`src/rtl/assert_macros.svh`:
```
// ---------------------------------------------------------------------------
// Assertion macros
// Shared concurrent assertion forms for the point rotator.
// ---------------------------------------------------------------------------
`ifndef ASSERT_MACROS_SVH
`define ASSERT_MACROS_SVH

// same-cycle implication
`define ASSERT_IMPLIES(label, clk, rst_n, ante, cons) \
    label: assert property (@(posedge clk) disable iff (!rst_n) (ante) |-> (cons)) \
        else $error("assertion failed");

// next-cycle implication
`define ASSERT_NEXT(label, clk, rst_n, ante, cons) \
    label: assert property (@(posedge clk) disable iff (!rst_n) (ante) |=> (cons)) \
        else $error("assertion failed");

`endif

```
`src/rtl/erot_pkg.sv`:
```
// ---------------------------------------------------------------------------
// Point rotator package
// Widths, constants and types shared by the rotator modules.
// ---------------------------------------------------------------------------
package erot_pkg;

    localparam int TERM_FRAC_BITS = 16;
    localparam int TERM_W         = TERM_FRAC_BITS + 2;
    localparam int PROD_W         = TERM_W + 1;
    localparam int TERM_ONE       = 1 << TERM_FRAC_BITS;
    localparam int NUM_TERMS      = 9;
    localparam int NUM_PROD       = 14;
    localparam int PI_W           = $clog2(NUM_PROD);

    localparam int COORD_W        = 32;
    localparam int PT_PROD_W      = TERM_W + COORD_W;
    localparam int ACC_W          = PT_PROD_W + 2;
    localparam int RND_W          = ACC_W - TERM_FRAC_BITS;
    localparam logic signed [COORD_W-1:0] COORD_MAX = 32'sh7FFF_FFFF;
    localparam logic signed [COORD_W-1:0] COORD_MIN = 32'sh8000_0000;

    localparam int ANGLE_W        = 16;
    localparam int OCT_W          = ANGLE_W - 2;
    localparam int Q_BITS         = 30;
    localparam int MUL_W          = 34;
    localparam int RECIP_SHIFT    = 33;
    localparam logic [MUL_W-1:0] TWO_PI_Q30 = 34'd6746518852;
    localparam logic [Q_BITS:0]  Q30_ONE    = 31'h4000_0000;

    localparam int NUM_DIV        = 7;
    localparam int DIV_W          = 6;
    localparam int K_W            = 3;
    localparam logic [K_W-1:0] SIN_LAST  = 3'd2;
    localparam logic [K_W-1:0] COS_FIRST = 3'd3;
    localparam logic [K_W-1:0] COS_LAST  = 3'd6;
    localparam logic [DIV_W-1:0] DIVISOR [NUM_DIV] =
        '{6'd42, 6'd20, 6'd6, 6'd56, 6'd30, 6'd12, 6'd2};
    localparam logic [MUL_W-1:0] RECIP [NUM_DIV] = '{
        34'((64'd1 << RECIP_SHIFT) / 64'd42),
        34'((64'd1 << RECIP_SHIFT) / 64'd20),
        34'((64'd1 << RECIP_SHIFT) / 64'd6),
        34'((64'd1 << RECIP_SHIFT) / 64'd56),
        34'((64'd1 << RECIP_SHIFT) / 64'd30),
        34'((64'd1 << RECIP_SHIFT) / 64'd12),
        34'((64'd1 << RECIP_SHIFT) / 64'd2)
    };

    localparam int QUEUE_DEPTH    = 2;
    localparam int QPTR_W         = $clog2(QUEUE_DEPTH);
    localparam int QCNT_W         = $clog2(QUEUE_DEPTH + 1);

    typedef logic signed [TERM_W-1:0] term_t;
    typedef logic [NUM_TERMS-1:0][TERM_W-1:0] term_mat_t;

    localparam logic [TERM_W-1:0] TERM_ONE_W  = TERM_W'(TERM_ONE);
    localparam logic [TERM_W-1:0] TERM_ZERO_W = '0;
    localparam term_mat_t TERM_IDENTITY = {TERM_ONE_W, {3{TERM_ZERO_W}}, TERM_ONE_W,
                                           {3{TERM_ZERO_W}}, TERM_ONE_W};

    typedef struct packed {
        logic signed [COORD_W-1:0] x;
        logic signed [COORD_W-1:0] y;
        logic signed [COORD_W-1:0] z;
    } point_t;

    typedef enum logic [1:0] {
        REG_ANGLE_Z = 2'd0,
        REG_ANGLE_Y = 2'd1,
        REG_ANGLE_X = 2'd2
    } cfg_reg_t;

    typedef enum logic [3:0] {
        BLD_IDLE,
        BLD_X,
        BLD_X2,
        BLD_DIVM,
        BLD_DIVF,
        BLD_PMUL,
        BLD_SFIN,
        BLD_PROD,
        BLD_COMB
    } build_state_t;

endpackage

```
`src/rtl/erot_if.sv`:
```
// ---------------------------------------------------------------------------
// Point rotator channels
// Input point, output point and configuration write channels.
// ---------------------------------------------------------------------------
interface erot_in_if import erot_pkg::*; ();
    logic                      valid;
    logic                      ready;
    logic signed [COORD_W-1:0] in_x;
    logic signed [COORD_W-1:0] in_y;
    logic signed [COORD_W-1:0] in_z;

    modport source (output valid, output in_x, output in_y, output in_z, input ready);
    modport sink   (input valid, input in_x, input in_y, input in_z, output ready);
endinterface


```
`src/rtl/erot_front.sv`:
```
// ---------------------------------------------------------------------------
// Point rotator front end
// Registers incoming points and holds them off while terms are rebuilt.
// ---------------------------------------------------------------------------
module erot_front import erot_pkg::*; (
    input  logic      clk,
    input  logic      rst_n,
    erot_in_if.sink   in_pt,
    input  logic      busy,
    output logic      push_valid,
    input  logic      push_ready,
    output point_t    push_data
);

    logic   f_valid_reg, f_valid_next;
    point_t f_pt_reg;
    logic   take;

    assign in_pt.ready = !busy && (!f_valid_reg || push_ready);
    assign take        = in_pt.valid && in_pt.ready;
    assign push_valid  = f_valid_reg;
    assign push_data   = f_pt_reg;

    always_comb
    begin
        f_valid_next = f_valid_reg;
        if (take)
            f_valid_next = 1'b1;
        else if (push_ready)
            f_valid_next = 1'b0;
    end

    always_ff @(posedge clk or negedge rst_n)
    begin
        if (!rst_n)
            f_valid_reg <= 1'b0;
        else
            f_valid_reg <= f_valid_next;
    end

    always_ff @(posedge clk)
    begin
        if (take)
        begin
            f_pt_reg.x <= in_pt.in_x;
            f_pt_reg.y <= in_pt.in_y;
            f_pt_reg.z <= in_pt.in_z;
        end
    end

endmodule

```
`src/flat_wrapper.sv`:
```
// flat-port wrapper written by rule: the top's interface ports become plain ports
module erot_front_flat import erot_pkg::*;
  (clk, rst_n, busy, push_valid, push_ready, push_data, in_pt_valid, in_pt_in_x, in_pt_in_y, in_pt_in_z, in_pt_ready);
  erot_in_if in_pt_i ();
  input  logic clk;
  input  logic rst_n;
  input  logic busy;
  output logic push_valid;
  input  logic push_ready;
  output point_t push_data;
  input wire logic [$bits(in_pt_i.valid)-1:0] in_pt_valid;
  input wire logic [$bits(in_pt_i.in_x)-1:0] in_pt_in_x;
  input wire logic [$bits(in_pt_i.in_y)-1:0] in_pt_in_y;
  input wire logic [$bits(in_pt_i.in_z)-1:0] in_pt_in_z;
  output wire logic [$bits(in_pt_i.ready)-1:0] in_pt_ready;
  assign in_pt_i.valid = in_pt_valid;
  assign in_pt_i.in_x = in_pt_in_x;
  assign in_pt_i.in_y = in_pt_in_y;
  assign in_pt_i.in_z = in_pt_in_z;
  assign in_pt_ready = in_pt_i.ready;
  erot_front u_core (.clk(clk), .rst_n(rst_n), .in_pt(in_pt_i), .busy(busy), .push_valid(push_valid), .push_ready(push_ready), .push_data(push_data));
endmodule
```
`config.mk`:
```
export PLATFORM = sky130hd
export DESIGN_NAME = erot_front_flat
export DESIGN_NICKNAME = d
export VERILOG_FILES = /design/src/rtl/assert_macros.svh /design/src/rtl/erot_pkg.sv /design/src/rtl/erot_if.sv /design/src/rtl/erot_front.sv /design/src/flat_wrapper.sv
export SDC_FILE = /design/constraint.sdc
export NUM_CORES = 1
export LEC_CHECK = 0
export ABC_AREA = 1
export BUFFER_PORTS_ARGS = -buffer_cell sky130_fd_sc_hd__buf_2
export CAP_MARGIN = 20
export CORE_MARGIN = 2
export CORE_UTILIZATION = 35
export CTS_CLUSTER_DIAMETER = 60
export DETAILED_ROUTE_END_ITERATION = 8
export PLACE_DENSITY_LB_ADDON = 0.12
export SLEW_MARGIN = 5
export SYNTH_ARGS = -nofsm -noshare
export SYNTH_HDL_FRONTEND = slang
export SYNTH_SLANG_ARGS = --single-unit
```
`constraint.sdc`:
```
create_clock -name clk -period 3.36 [get_ports clk]
set_input_delay 0.504 -clock clk [delete_from_list [all_inputs] [get_ports clk]]
set_output_delay 0.504 -clock clk [all_outputs]
set_load 0.02 [all_outputs]
```
==> impl_metrics.csv <==
group,metric,value,unit
run_status,status,"finished, final reports clean",
clock_network,clock_latency,350,ps
worst_setup_path,path_max_fanout,74,
worst_setup_path,arrival,1870,ps
sta,finalSetupViolCount,0,
worst_setup_path,r2r_start,"u_core.push_valid",
synth,syn_inst,105,
routing,initialDrtViolationCount,70,
layout,layout.area.seq,0.00291,mm²
global_route,grt_usage,12.8,%
synth,ys_ff_latch,97,
layout,instances_no_fill,426,
synth,ys_types,6,
sta,hold_slack,323,ps
die,start_util,36.0,%
clock_network,cts_buffer_depth,2,
clock_network,cts_root_buf,"clkbuf_8",
routing,wl_per_cell,14.1,µm
sta,hold_viol_final,0,
sta,slew-limit-headroom,56.1,%
pwr,ir_drop,271,µV
synth,syn_avg_cell_area,28.1,µm²
worst_hold_path,min_to,"u_core.push_data[30]",
synth,synth-seq-area-share,98.7,%
die,die_area,0.00917,mm²
place,post-dp-hpwl,4540,µm
layout,fillers,712,
global_route,antenna_found_initial,0,
pwr,power.density,540,mW/mm²
clock_network,clock-sinks,97,
synth,syn_area,0.00295,mm²
clock_network,cts_setup_buffers,0,
synth,synth_top_area_share,97.8,%
place,placed_cells,409,
synth,ys.warnings.count,0,
place,placed_cell_area,0.00409,mm²
clock_network,htreeDepth,3,
worst_setup_path,reg2reg_setup_slack,1500,ps
flow_run,maxCapViolations,0,
routing,vias_per_cell,4.15,
clock_network,clk_pin_slew,90,ps
place,gp_congestion,0.705,
layout,fin_util,52.6,%
worst_setup_path,critPathLaunchType,"flop",
sta,fin_crit,1860,ps
sta,fmax,537,MHz
routing,vias,1769,
sta,maxSlewViolCount,0,
clock_network,postCtsResizedCells,0,
worst_setup_path,ff2ff_path_depth,4,
sta,rsz0062_at_grt,"no",
worst_setup_path,crit_type,"flop to flop",
routing,firstDrtPassIters,2,
synth,synth_area_leaders,"edfxtp_1 (98%), dfrtp_1 (0.85%), inv_1 (0.51%)",
global_route,grt_max_degree,75,
die,die_width,95.8,µm
worst_setup_path,cp-startpoint,"u_core.push_valid",
worst_setup_path,required,3360,ps
global_route,grt_pass1_wl,8400,µm
layout,drive_gt1_share,67.6,%
synth,syn_nets,206,
worst_hold_path,hold_depth,1,
worst_hold_path,min-delay-start,"in_pt_in_z[30]",
layout,multi_input_area,28.8,µm²
synth,synth_top_area_cell,"edfxtp_1",
layout,final_nets,417,
clock_network,tritoncts,"built",
global_route,grt_pass1_vias,1793,
sta,worst_pin_slew,658,ps
pwr,leakagePower,0.00182,µW
worst_hold_path,hp-class,"input pin to flop",
sta,fin_skew,8.70,ps
die,core_area,0.00818,mm²
die,ios,199,
worst_setup_path,setup.worst_path.end_class,"flop",
routing,drc_errors,0,
layout,areaGrowthSynthToFinish,45.9,%
layout,diodes,0,
sta,period_share,55.5,%
routing,ant_nets,0,
sta,totalNegativeSetupSlack,0,ps
die,die_h,95.8,µm
layout,final_area,0.00430,mm²
routing,wirelength,6020,µm
clock_network,cts_buffers,9,
global_route,overflow,0,
die,rows,33,
place,port_buffers,198,
worst_setup_path,worstReg2RegEnd,"u_core.push_data[56]",
## routing by layer
metal | share of wire [%] | track usage, % | up-vias
met3 | 11 | 5.01 | 13
met1 | 35 | 13.5 | 810
li1 | - | - | 834
met5 | 0 | 0 | -
met4 | 2.2 | 7.14 | 0
met2 | 52 | 21.7 | 112
## worst max path at each step
stage               slack (ps)  depth (start not counted)                    to
floorplan                  880                          4   u_core.push_data[0]
global placement          1290                          6  u_core.push_data[85]
detailed placement        1290                          6  u_core.push_data[85]
CTS                       1500                          4  u_core.push_data[54]
global route              1350                          4  u_core.push_data[80]
finish                    1500                          4  u_core.push_data[56]
## area by class of cell
| class | instances | area share, % |
|---|---|---|
| clock buffers | 9 | 2.88 |
| well taps | 105 | 3.06 |
| flip-flops and latches | 97 | 67.6 |
| repair buffers | 200 | 23.7 |
| inverters | 4 | 0.349 |
| multi-input cells | 4 | 0.669 |
| clock inverters | 7 | 1.66 |
## cells in the mapped netlist
library cell  instances
inv_1                 4
dfrtp_1               1
nor2_2                1
o21ai_0               1
edfxtp_1             96
nand2_2               2
## cell families after synthesis
logic type,share of synthesized area (%)
DFF,98.7
buffers and inverters,0.509
and+or+nand+nor,0.637
AOI/OAI and AO/OA,0.170
## timing repair
action                     CTS  global route
hold endpoints to repair     1             0
hold buffers                 1             0
setup endpoints to repair    0             0
## critical path, cell delays in order (launching register included)
cell     delay, ps
dfrtp_1        400
nand2_2         80
nand2_2         70
nor2_4         510
buf_12         390
## sequential cells by signal, indices dropped and copies added (netlist names)
name and cells:
u_core.push_data 96, u_core.push_valid 1
## power breakdown
| group | switching (µW) | internal [µW] | total (µW) | leakage, µW |
|---|---|---|---|---|
| clock | 378 | 342 | 721 | 0.0000929 |
| combinational | 122 | 76.3 | 198 | 0.000824 |
| sequential | 11.5 | 1390 | 1400 | 0.000906 |
## through the flow
stage	setup WS, ps	power, µW
finish	1500	2320
global route	1350	2420
CTS	1500	2360
detailed placement	1290	1630
global placement	1290	1630
floorplan	879	1520
## placed cells by master, fill, tap and decap left out
cell type,Yosys,routed
dfrtp_1,1,1
nand2_2,2,2
o21ai_0,1,1
bufinv_16,0,1
clkinv_4,0,2
edfxtp_1,96,96
dlygate4sd3_1,0,1
buf_2,0,198
nor2_4,0,1
buf_12,0,1
clkbuf_8,0,9
inv_1,4,4
clkinv_2,0,1
clkinvlp_4,0,2
clkinv_1,0,1
(Power assumes the default switching activity.)
