## config.mk

```make
export PLATFORM = sky130hd
export DESIGN_NAME = erot_queue
export DESIGN_NICKNAME = d
export VERILOG_FILES = /design/src/rtl/assert_macros.svh /design/src/rtl/erot_pkg.sv /design/src/rtl/erot_queue.sv
export SDC_FILE = /design/constraint.sdc
export NUM_CORES = 1
export LEC_CHECK = 0
export BUFFER_PORTS_ARGS = -buffer_cell sky130_fd_sc_hd__buf_2
export CELL_PAD_IN_SITES_DETAIL_PLACEMENT = 1
export CELL_PAD_IN_SITES_GLOBAL_PLACEMENT = 1
export CORE_ASPECT_RATIO = 1.75
export CORE_MARGIN = 3
export CORE_UTILIZATION = 40
export DETAILED_ROUTE_END_ITERATION = 12
export GPL_TIMING_DRIVEN = 0
export PLACE_DENSITY_LB_ADDON = 0.1
export SLEW_MARGIN = 20
export SYNTH_ARGS = -nofsm -noshare
export SYNTH_HDL_FRONTEND = slang
export SYNTH_SLANG_ARGS = --single-unit
```

## constraint.sdc

```tcl
create_clock -name clk -period 6.65 [get_ports clk]
set_input_delay 0.665 -clock clk [delete_from_list [all_inputs] [get_ports clk]]
set_output_delay 0.665 -clock clk [all_outputs]
set_load 0.02 [all_outputs]
```

## src/rtl/assert_macros.svh

```systemverilog
// ---------------------------------------------------------------------------
// Assertion macros
// Shared concurrent assertion forms for the point rotator.
// ---------------------------------------------------------------------------
`ifndef ASSERT_MACROS_SVH
`define ASSERT_MACROS_SVH

// same-cycle implication
`define ASSERT_IMPLIES(label, clk, rst_n, ante, cons) \
    label: assert property (@(posedge clk) disable iff (!rst_n) (ante) |-> (cons)) \
        else $error("assertion failed");

// next-cycle implication
`define ASSERT_NEXT(label, clk, rst_n, ante, cons) \
    label: assert property (@(posedge clk) disable iff (!rst_n) (ante) |=> (cons)) \
        else $error("assertion failed");

`endif

```

## src/rtl/erot_pkg.sv

```systemverilog
// ---------------------------------------------------------------------------
// Point rotator package
// Widths, constants and types shared by the rotator modules.
// ---------------------------------------------------------------------------
package erot_pkg;

    localparam int TERM_FRAC_BITS = 16;
    localparam int TERM_W         = TERM_FRAC_BITS + 2;
    localparam int PROD_W         = TERM_W + 1;
    localparam int TERM_ONE       = 1 << TERM_FRAC_BITS;
    localparam int NUM_TERMS      = 9;
    localparam int NUM_PROD       = 14;
    localparam int PI_W           = $clog2(NUM_PROD);

    localparam int COORD_W        = 32;
    localparam int PT_PROD_W      = TERM_W + COORD_W;
    localparam int ACC_W          = PT_PROD_W + 2;
    localparam int RND_W          = ACC_W - TERM_FRAC_BITS;
    localparam logic signed [COORD_W-1:0] COORD_MAX = 32'sh7FFF_FFFF;
    localparam logic signed [COORD_W-1:0] COORD_MIN = 32'sh8000_0000;

    localparam int ANGLE_W        = 16;
    localparam int OCT_W          = ANGLE_W - 2;
    localparam int Q_BITS         = 30;
    localparam int MUL_W          = 34;
    localparam int RECIP_SHIFT    = 33;
    localparam logic [MUL_W-1:0] TWO_PI_Q30 = 34'd6746518852;
    localparam logic [Q_BITS:0]  Q30_ONE    = 31'h4000_0000;

    localparam int NUM_DIV        = 7;
    localparam int DIV_W          = 6;
    localparam int K_W            = 3;
    localparam logic [K_W-1:0] SIN_LAST  = 3'd2;
    localparam logic [K_W-1:0] COS_FIRST = 3'd3;
    localparam logic [K_W-1:0] COS_LAST  = 3'd6;
    localparam logic [DIV_W-1:0] DIVISOR [NUM_DIV] =
        '{6'd42, 6'd20, 6'd6, 6'd56, 6'd30, 6'd12, 6'd2};
    localparam logic [MUL_W-1:0] RECIP [NUM_DIV] = '{
        34'((64'd1 << RECIP_SHIFT) / 64'd42),
        34'((64'd1 << RECIP_SHIFT) / 64'd20),
        34'((64'd1 << RECIP_SHIFT) / 64'd6),
        34'((64'd1 << RECIP_SHIFT) / 64'd56),
        34'((64'd1 << RECIP_SHIFT) / 64'd30),
        34'((64'd1 << RECIP_SHIFT) / 64'd12),
        34'((64'd1 << RECIP_SHIFT) / 64'd2)
    };

    localparam int QUEUE_DEPTH    = 2;
    localparam int QPTR_W         = $clog2(QUEUE_DEPTH);
    localparam int QCNT_W         = $clog2(QUEUE_DEPTH + 1);

    typedef logic signed [TERM_W-1:0] term_t;
    typedef logic [NUM_TERMS-1:0][TERM_W-1:0] term_mat_t;

    localparam logic [TERM_W-1:0] TERM_ONE_W  = TERM_W'(TERM_ONE);
    localparam logic [TERM_W-1:0] TERM_ZERO_W = '0;
    localparam term_mat_t TERM_IDENTITY = {TERM_ONE_W, {3{TERM_ZERO_W}}, TERM_ONE_W,
                                           {3{TERM_ZERO_W}}, TERM_ONE_W};

    typedef struct packed {
        logic signed [COORD_W-1:0] x;
        logic signed [COORD_W-1:0] y;
        logic signed [COORD_W-1:0] z;
    } point_t;

    typedef enum logic [1:0] {
        REG_ANGLE_Z = 2'd0,
        REG_ANGLE_Y = 2'd1,
        REG_ANGLE_X = 2'd2
    } cfg_reg_t;

    typedef enum logic [3:0] {
        BLD_IDLE,
        BLD_X,
        BLD_X2,
        BLD_DIVM,
        BLD_DIVF,
        BLD_PMUL,
        BLD_SFIN,
        BLD_PROD,
        BLD_COMB
    } build_state_t;

endpackage

```

## src/rtl/erot_queue.sv

```systemverilog
// ---------------------------------------------------------------------------
// Point rotator queue
// Short word queue between front end and rotation pipeline.
// ---------------------------------------------------------------------------
module erot_queue import erot_pkg::*; (
    input  logic   clk,
    input  logic   rst_n,
    input  logic   push_valid,
    output logic   push_ready,
    input  point_t push_data,
    output logic   pop_valid,
    input  logic   pop_ready,
    output point_t pop_data
);

    point_t             mem_reg [QUEUE_DEPTH];
    logic [QPTR_W-1:0]  wr_ptr_reg;
    logic [QPTR_W-1:0]  rd_ptr_reg;
    logic [QCNT_W-1:0]  count_reg, count_next;
    logic               push;
    logic               pop;

    assign push_ready = (count_reg != QCNT_W'(QUEUE_DEPTH));
    assign pop_valid  = (count_reg != '0);
    assign pop_data   = mem_reg[rd_ptr_reg];
    assign push       = push_valid && push_ready;
    assign pop        = pop_valid && pop_ready;

    always_comb
    begin
        count_next = count_reg;
        if (push && !pop)
            count_next = count_reg + QCNT_W'(1);
        else if (pop && !push)
            count_next = count_reg - QCNT_W'(1);
    end

    always_ff @(posedge clk or negedge rst_n)
    begin
        if (!rst_n)
        begin
            wr_ptr_reg <= '0;
            rd_ptr_reg <= '0;
            count_reg  <= '0;
        end
        else
        begin
            count_reg <= count_next;
            if (push)
                wr_ptr_reg <= wr_ptr_reg + QPTR_W'(1);
            if (pop)
                rd_ptr_reg <= rd_ptr_reg + QPTR_W'(1);
        end
    end

    always_ff @(posedge clk)
    begin
        if (push)
            mem_reg[wr_ptr_reg] <= push_data;
    end

endmodule

```

==> metrics.txt, run 1 <==
Critical Path AT approximately 1.8 ns; worst vdd ir 0.223 mV; Post-synth top cells 192 x edfxtp_1, 66 x mux2_2, 30 x mux2_4, 6 x buf_2, 5 x buf_6; remaining global-route overflow 0; # hold bufs at CTS 0; slowest stage delay, CP between 0.3 and 0.4 ns; DRC viols 0; largest area contributor in the netlist edfxtp_1; Worst Setup Start Kind register; clk buf depth 2; crit path kind reg -> out; CTS tree built; peak fanout along the critical path 10; P_leak about 3.6 nW; clock skew between 0.009 and 0.01 ns; top cell type's share of synthesized area 0.796; vias per cell ~4.7; Avg Cell Area, Syn 22.8 um^2; WL/cell roughly 19 um; initial antenna violation count 0; crit path cell chain buf_6 > buf_6 > buf_6 > mux2_4 > buf_2; Tot GR Track Use 0.154; WL final about 15000 um; Slew @ Worst Pin between 0.6 and 0.7 ns; via count approximately 3700; Final min period between 2 and 2.5 ns; Clock Tree Root clkbuf_16; number of CTS-inserted buffers 17; pre-CTS WS 4.38 ns; total core area about 18000 um^2; Final Hold Fails 0; Post-Syn Instances between 300 and 400; final period utilization 0.363; # diodes 0; Iteration-0 DRC Markers about 110; f_max between 400 and 500 MHz; synthesized area roughly 7200 um^2; Clock Pin Slew Worst Setup and Hold Paths about 0.070 ns; Synth area leaders edfxtp_1 80%, mux2_2 10%, mux2_4 6.2%; status finished clean; antenna-violating nets left 0; Port Buffers 197; Ys Warns 0; die area 19800 um^2; Final Core Density 0.528; post-cts resize count 0; vias in the first global route just over 4000; FFs w/ async S/R, synth 0.0204; Final TNS setup 0 ns; Die Span X between 100 and 150 um; RSZ-0062 raised after global routing no; largest net degree at the start of global routing 46; most common cell in the netlist edfxtp_1; cells on worst reg2reg path 5; Area Overhead vs Synth 28.5%; Num Clock Sinks 196; Final #Nets 640; CP required around 6 ns; Clock Latency Late Sink between 0.4 and 0.5 ns; Starting Density 0.411; most used cell, CP buf_6; row count 64; first-pass GRT wire length 22300 um; number of distinct library cells after synthesis 15; Hold Crit Class in -> async; H-tree Lvls 4; post-synthesis sequential area ratio 0.810; total setup buffers inserted after CTS 0; setup violators final 0; cell family with most CP delay buffers and inverters; Setup crit end kind primary output; Pwr Density approximately 470 nW/um^2; IO Pins just under 200; final setup margin 4.24 ns; max-cap violation count 0; fraction of layout cells with a size suffix above 1 0.620; WP depth 5; max-slew violation count 0; Slowest-stage cell, CP dfrtp_1; synthesis-stage register bit count just under 200; hpwl dp around 11000 um; CP Buf/Inv Count 4; Syn Nets approximately 420; r2r setup slk 4.56 ns; Post-synth EDFFs 192; Rel. slew slack 0.553; GP Congestion slightly above 0.7; max reg flops roughly 190; Die Span Y approximately 180 um; drt first pass iters 4; most used flip-flop cell after synthesis edfxtp_1
[power breakdown]
group	leakage [nW]	total [W]	switching (W)	internal, W
combinational	1.44	0.00152	0.000875	0.000642
clock	0.309	0.00110	0.000432	0.000666
sequential	1.83	0.00175	0.0000681	0.00169
[placed cells by master, fill, tap and decap left out]
master	instances
buf_12	3
buf_16	3
xnor2_1	3
buf_6	5
mux2_4	30
bufinv_16	5
clkinv_4	2
dfrtp_1	4
edfxtp_1	192
nor2_4	1
clkbuf_16	17
xor2_1	2
clkinv_2	1
or2_2	1
inv_1	1
mux2_2	66
inv_6	3
nand2b_1	1
nor2_1	1
ha_1	1
buf_2	203
and3_4	1
clkinv_1	1
nand2_1	2
clkbuf_1	1
[through the flow]
step,cells,power [W],hold WS (ns),area (um^2)
after floorplan,317,0.00283,0.369,7240
final,781,0.00437,0.0311,9300
after global routing,781,0.00460,0.00467,9300
after detailed placement,751,0.00334,0.477,8670
after CTS,781,0.00446,0.00515,9300
after global placement,745,0.00329,0.472,8510
[kinds of logic after synthesis]
| family | Yosys count | share of synthesized area |
|---|---|---|
| fa+ha+maj | 1 | 0.00173 |
| mux | 96 | 0.165 |
| buf+inv | 12 | 0.0124 |
| simple gates | 7 | 0.00467 |
| xor+xnor | 5 | 0.00605 |
| flops | 196 | 0.810 |
[path summary, 6_finish.rpt]
path | start | endpoint
min | rst_n | wr_ptr_reg
min reg2reg | count_reg[1] | count_reg[1]
max | rd_ptr_reg | pop_data[45]
min in group clk | push_data[76] | mem_reg[0][76]
max reg2reg | count_reg[0] | mem_reg[0][21]
max in group asynchronous | rst_n | count_reg[0]
[routing by layer]
layer  track usage  vias to the layer above  wire, um
met5             0                        -         0
met4        0.0592                        0       191
met3        0.0496                       11       838
met2         0.288                      117      8650
met1         0.155                     1857      5090
li1              -                     1706         -
[final cells by class]
type                    count  area (um^2)
inverters                   1         3.75
clock inverters            12          203
clock buffers              18          429
well taps                 231          289
multi-input cells         109         1300
fillers                  1687         8320
plain buffers              11         86.3
flip-flops and latches    196         5870
repair buffers            203         1130
Power figures use the tool's default switching activity.
==> run 2: changes to the inputs <==
--- a/config.mk
+++ b/config.mk
@@ -5,6 +5,7 @@
 export SDC_FILE = /design/constraint.sdc
 export NUM_CORES = 1
 export LEC_CHECK = 0
+export ABC_AREA = 1
 export BUFFER_PORTS_ARGS = -buffer_cell sky130_fd_sc_hd__buf_2
 export CELL_PAD_IN_SITES_DETAIL_PLACEMENT = 1
 export CELL_PAD_IN_SITES_GLOBAL_PLACEMENT = 1
==> constraint.sdc (replaced) <==
create_clock -name clk -period 2.5 [get_ports clk]
set_input_delay 0.25 -clock clk [delete_from_list [all_inputs] [get_ports clk]]
set_output_delay 0.25 -clock clk [all_outputs]
set_load 0.02 [all_outputs]
==> run 2 against run 1 <==
  * Routed wire length up 18%
  * Non-clock buffer count rose by 84
  * Critical endpoint is now pop_data[46]
  * Sequential power grew to 2.7 times the previous value
==> metrics.txt, run 2 <==
worst vdd ir 0.525 mV (+140%); vias in the first global route 5545 (+34%); via count 4982 (+35%); final period utilization 0.802; Worst Setup Start Kind register; Synth area leaders edfxtp_1 80%, nand2_1 16%, dfrtp_1 1.4%; Die Span Y 184 um (-0.20%); clk buf depth 2 (unchanged); H-tree Lvls 4 (unchanged); most used flip-flop cell after synthesis edfxtp_1; placed cell areas 8700 um^2 (+0.40%); Post-Syn Instances 530 (+67%); CP required 2.25 ns (-3.73 ns); Post-synth EDFFs 192 (unchanged); fraction of layout cells with a size suffix above 1 0.311 (-0.309); Port Buffers 197 (unchanged); Syn Nets 631 (+51%); setup violators final 0 (unchanged); status finished clean; Starting Density 0.409 (-0.00170); die area 19700 um^2 (-0.40%); FFs w/ async S/R, synth 0.0204 (unchanged); peak fanout along the critical path 10 (unchanged); max-slew violation count 0 (unchanged); cells on worst reg2reg path 6 (+1); Iteration-0 DRC Markers 187 (+72%); Final min period ~2 ns; f_max 499 MHz; Tot GR Track Use 0.183 (+0.0294); antenna-violating nets left 0 (unchanged); number of CTS-inserted buffers 17 (unchanged); CTS tree built; Clock Tree Root clkbuf_16; Num Clock Sinks 196 (unchanged); Clock Pin Slew Worst Setup and Hold Paths 0.08 ns (about the same); Die Span X 107 um (-0.19%); DRC viols 0 (unchanged); Post-synth top cells 298 x nand2_1, 192 x edfxtp_1, 12 x buf_2, 6 x inv_1, 5 x buf_4; Area Overhead vs Synth 38.8%; max reg flops 192 (unchanged); synthesized area 7210 um^2 (-0.41%); Final Hold Fails 0 (unchanged); max-cap violation count 0 (unchanged); Power Total 0.0119 W (+170%); first-pass GRT wire length 27600 um (+23%); Ys Warns 0 (unchanged); P_leak 4.32 nW (+21%); synthesis-stage register bit count 196 (unchanged); most common cell in the netlist nand2_1; remaining global-route overflow 0 (unchanged); total core area 17600 um^2 (unchanged); GP Congestion 0.760 (+6.7%); Clock Latency Late Sink 0.43 ns (about the same); Critical Path AT 1.76 ns (about the same); IO Pins 198 (unchanged); final instance area 10000 um^2 (+7.6%); WL/cell 16.2 um (-14%); most frequent cells in the layout 296 x nand2_1, 209 x buf_2, 192 x edfxtp_1; Rel. slew slack 0.606 (+0.0536); Hold Crit Class in -> reg; RSZ-0062 raised after global routing no; drt first pass iters 4 (unchanged); post-cts resize count 0 (unchanged); Slew @ Worst Pin 0.589 ns (-0.0802 ns); hold path cells 1; Final #Nets 927 (+45%); number of distinct library cells after synthesis 14 (-1); crit path kind reg -> out; hpwl dp 12000 um (+14%); clock skew 0.0146 ns (+0.00556 ns); WL final 17400 um (+18%); Pwr Density 1190 nW/um^2 (+150%); Final TNS setup 0 ns (unchanged); Avg Cell Area, Syn 13.6 um^2 (-40%); largest net degree at the start of global routing 27 (-41%); top cell type's share of synthesized area 0.800 (+0.00332); initial antenna violation count 1 (+1); post-synthesis sequential area ratio 0.814 (+0.00337); largest area contributor in the netlist edfxtp_1; Setup crit end kind primary output; row count 64 (unchanged); vias per cell 4.65 (-1.7%); most common cell after layout, fill and taps aside nand2_1
[run 2: worst paths after layout]
check                         startpoint  slack, ns              to
hold reg to reg             count_reg[0]       0.56    count_reg[0]
setup reg to reg            count_reg[0]       0.53  mem_reg[0][52]
min in group asynchronous          rst_n       0.16    count_reg[1]
max in group asynchronous          rst_n       2.22      wr_ptr_reg
hold / removal             push_data[94]       0.02  mem_reg[1][94]
setup / recovery              rd_ptr_reg       0.49    pop_data[46]
[run 2: area by class of cell]
| class | instances | area, um^2 |
|---|---|---|
| buffer | 21 | 143 |
| multi-input combinational | 306 | 1200 |
| timing repair buffer | 277 | 1900 |
| clock buffer | 18 | 429 |
| antenna | 2 | 5.00 |
| fill | 1870 | 7610 |
| sequential | 196 | 5870 |
| inverter | 7 | 28.8 |
| clock inverter | 14 | 149 |
| tap | 231 | 289 |
[run 2: critical path, stage by stage, from the launching register on]
cell,delay (ns)
dfrtp_1,0.36
buf_4,0.18
inv_4,0.11
buf_6,0.17
buf_6,0.16
nand2_1,0.07
nand2_1,0.10
buf_2,0.18
[run 2: timing repair]
| item | 4_1_cts | 5_1_grt |
|---|---|---|
| buffers inserted | 0 | 0 |
| hold buffers | 65 | 7 |
| endpoints found under the hold margin | 129 | 12 |
[run 2: cell families after synthesis]
logic type | Yosys count | synth area share
AND/OR/NAND/NOR | 303 | 0.158
flip-flops | 196 | 0.814
buffers and inverters | 28 | 0.0238
XOR/XNOR | 2 | 0.00243
adder cells (fa/ha/maj) | 1 | 0.00174
[run 2: power by group]
group          internal (W)  switching, W
sequential          0.00448      0.000189
clock               0.00148       0.00120
combinational       0.00146       0.00311
total               0.00742       0.00450
[run 2: through the flow]
stage                     hold WS (ns)  utilization  cells  setup slack [ns]
after floorplan                -0.0456            -    530           0.00994
after global placement          0.0553        0.483    958            -0.777
after detailed placement        0.0598        0.494    966             0.533
after CTS                     0.000115        0.564   1063             0.447
after global routing          0.000429        0.568   1071             0.384
final                           0.0221        0.568   1072             0.495
[run 2: metal layers]
layer | GRT usage | vias to the layer above | wire length (um)
li1 | - | 2385 | -
met1 | 0.186 | 2416 | 6170
met2 | 0.347 | 157 | 9860
met3 | 0.0520 | 24 | 1020
met4 | 0.0693 | 0 | 372
met5 | 0 | - | 0
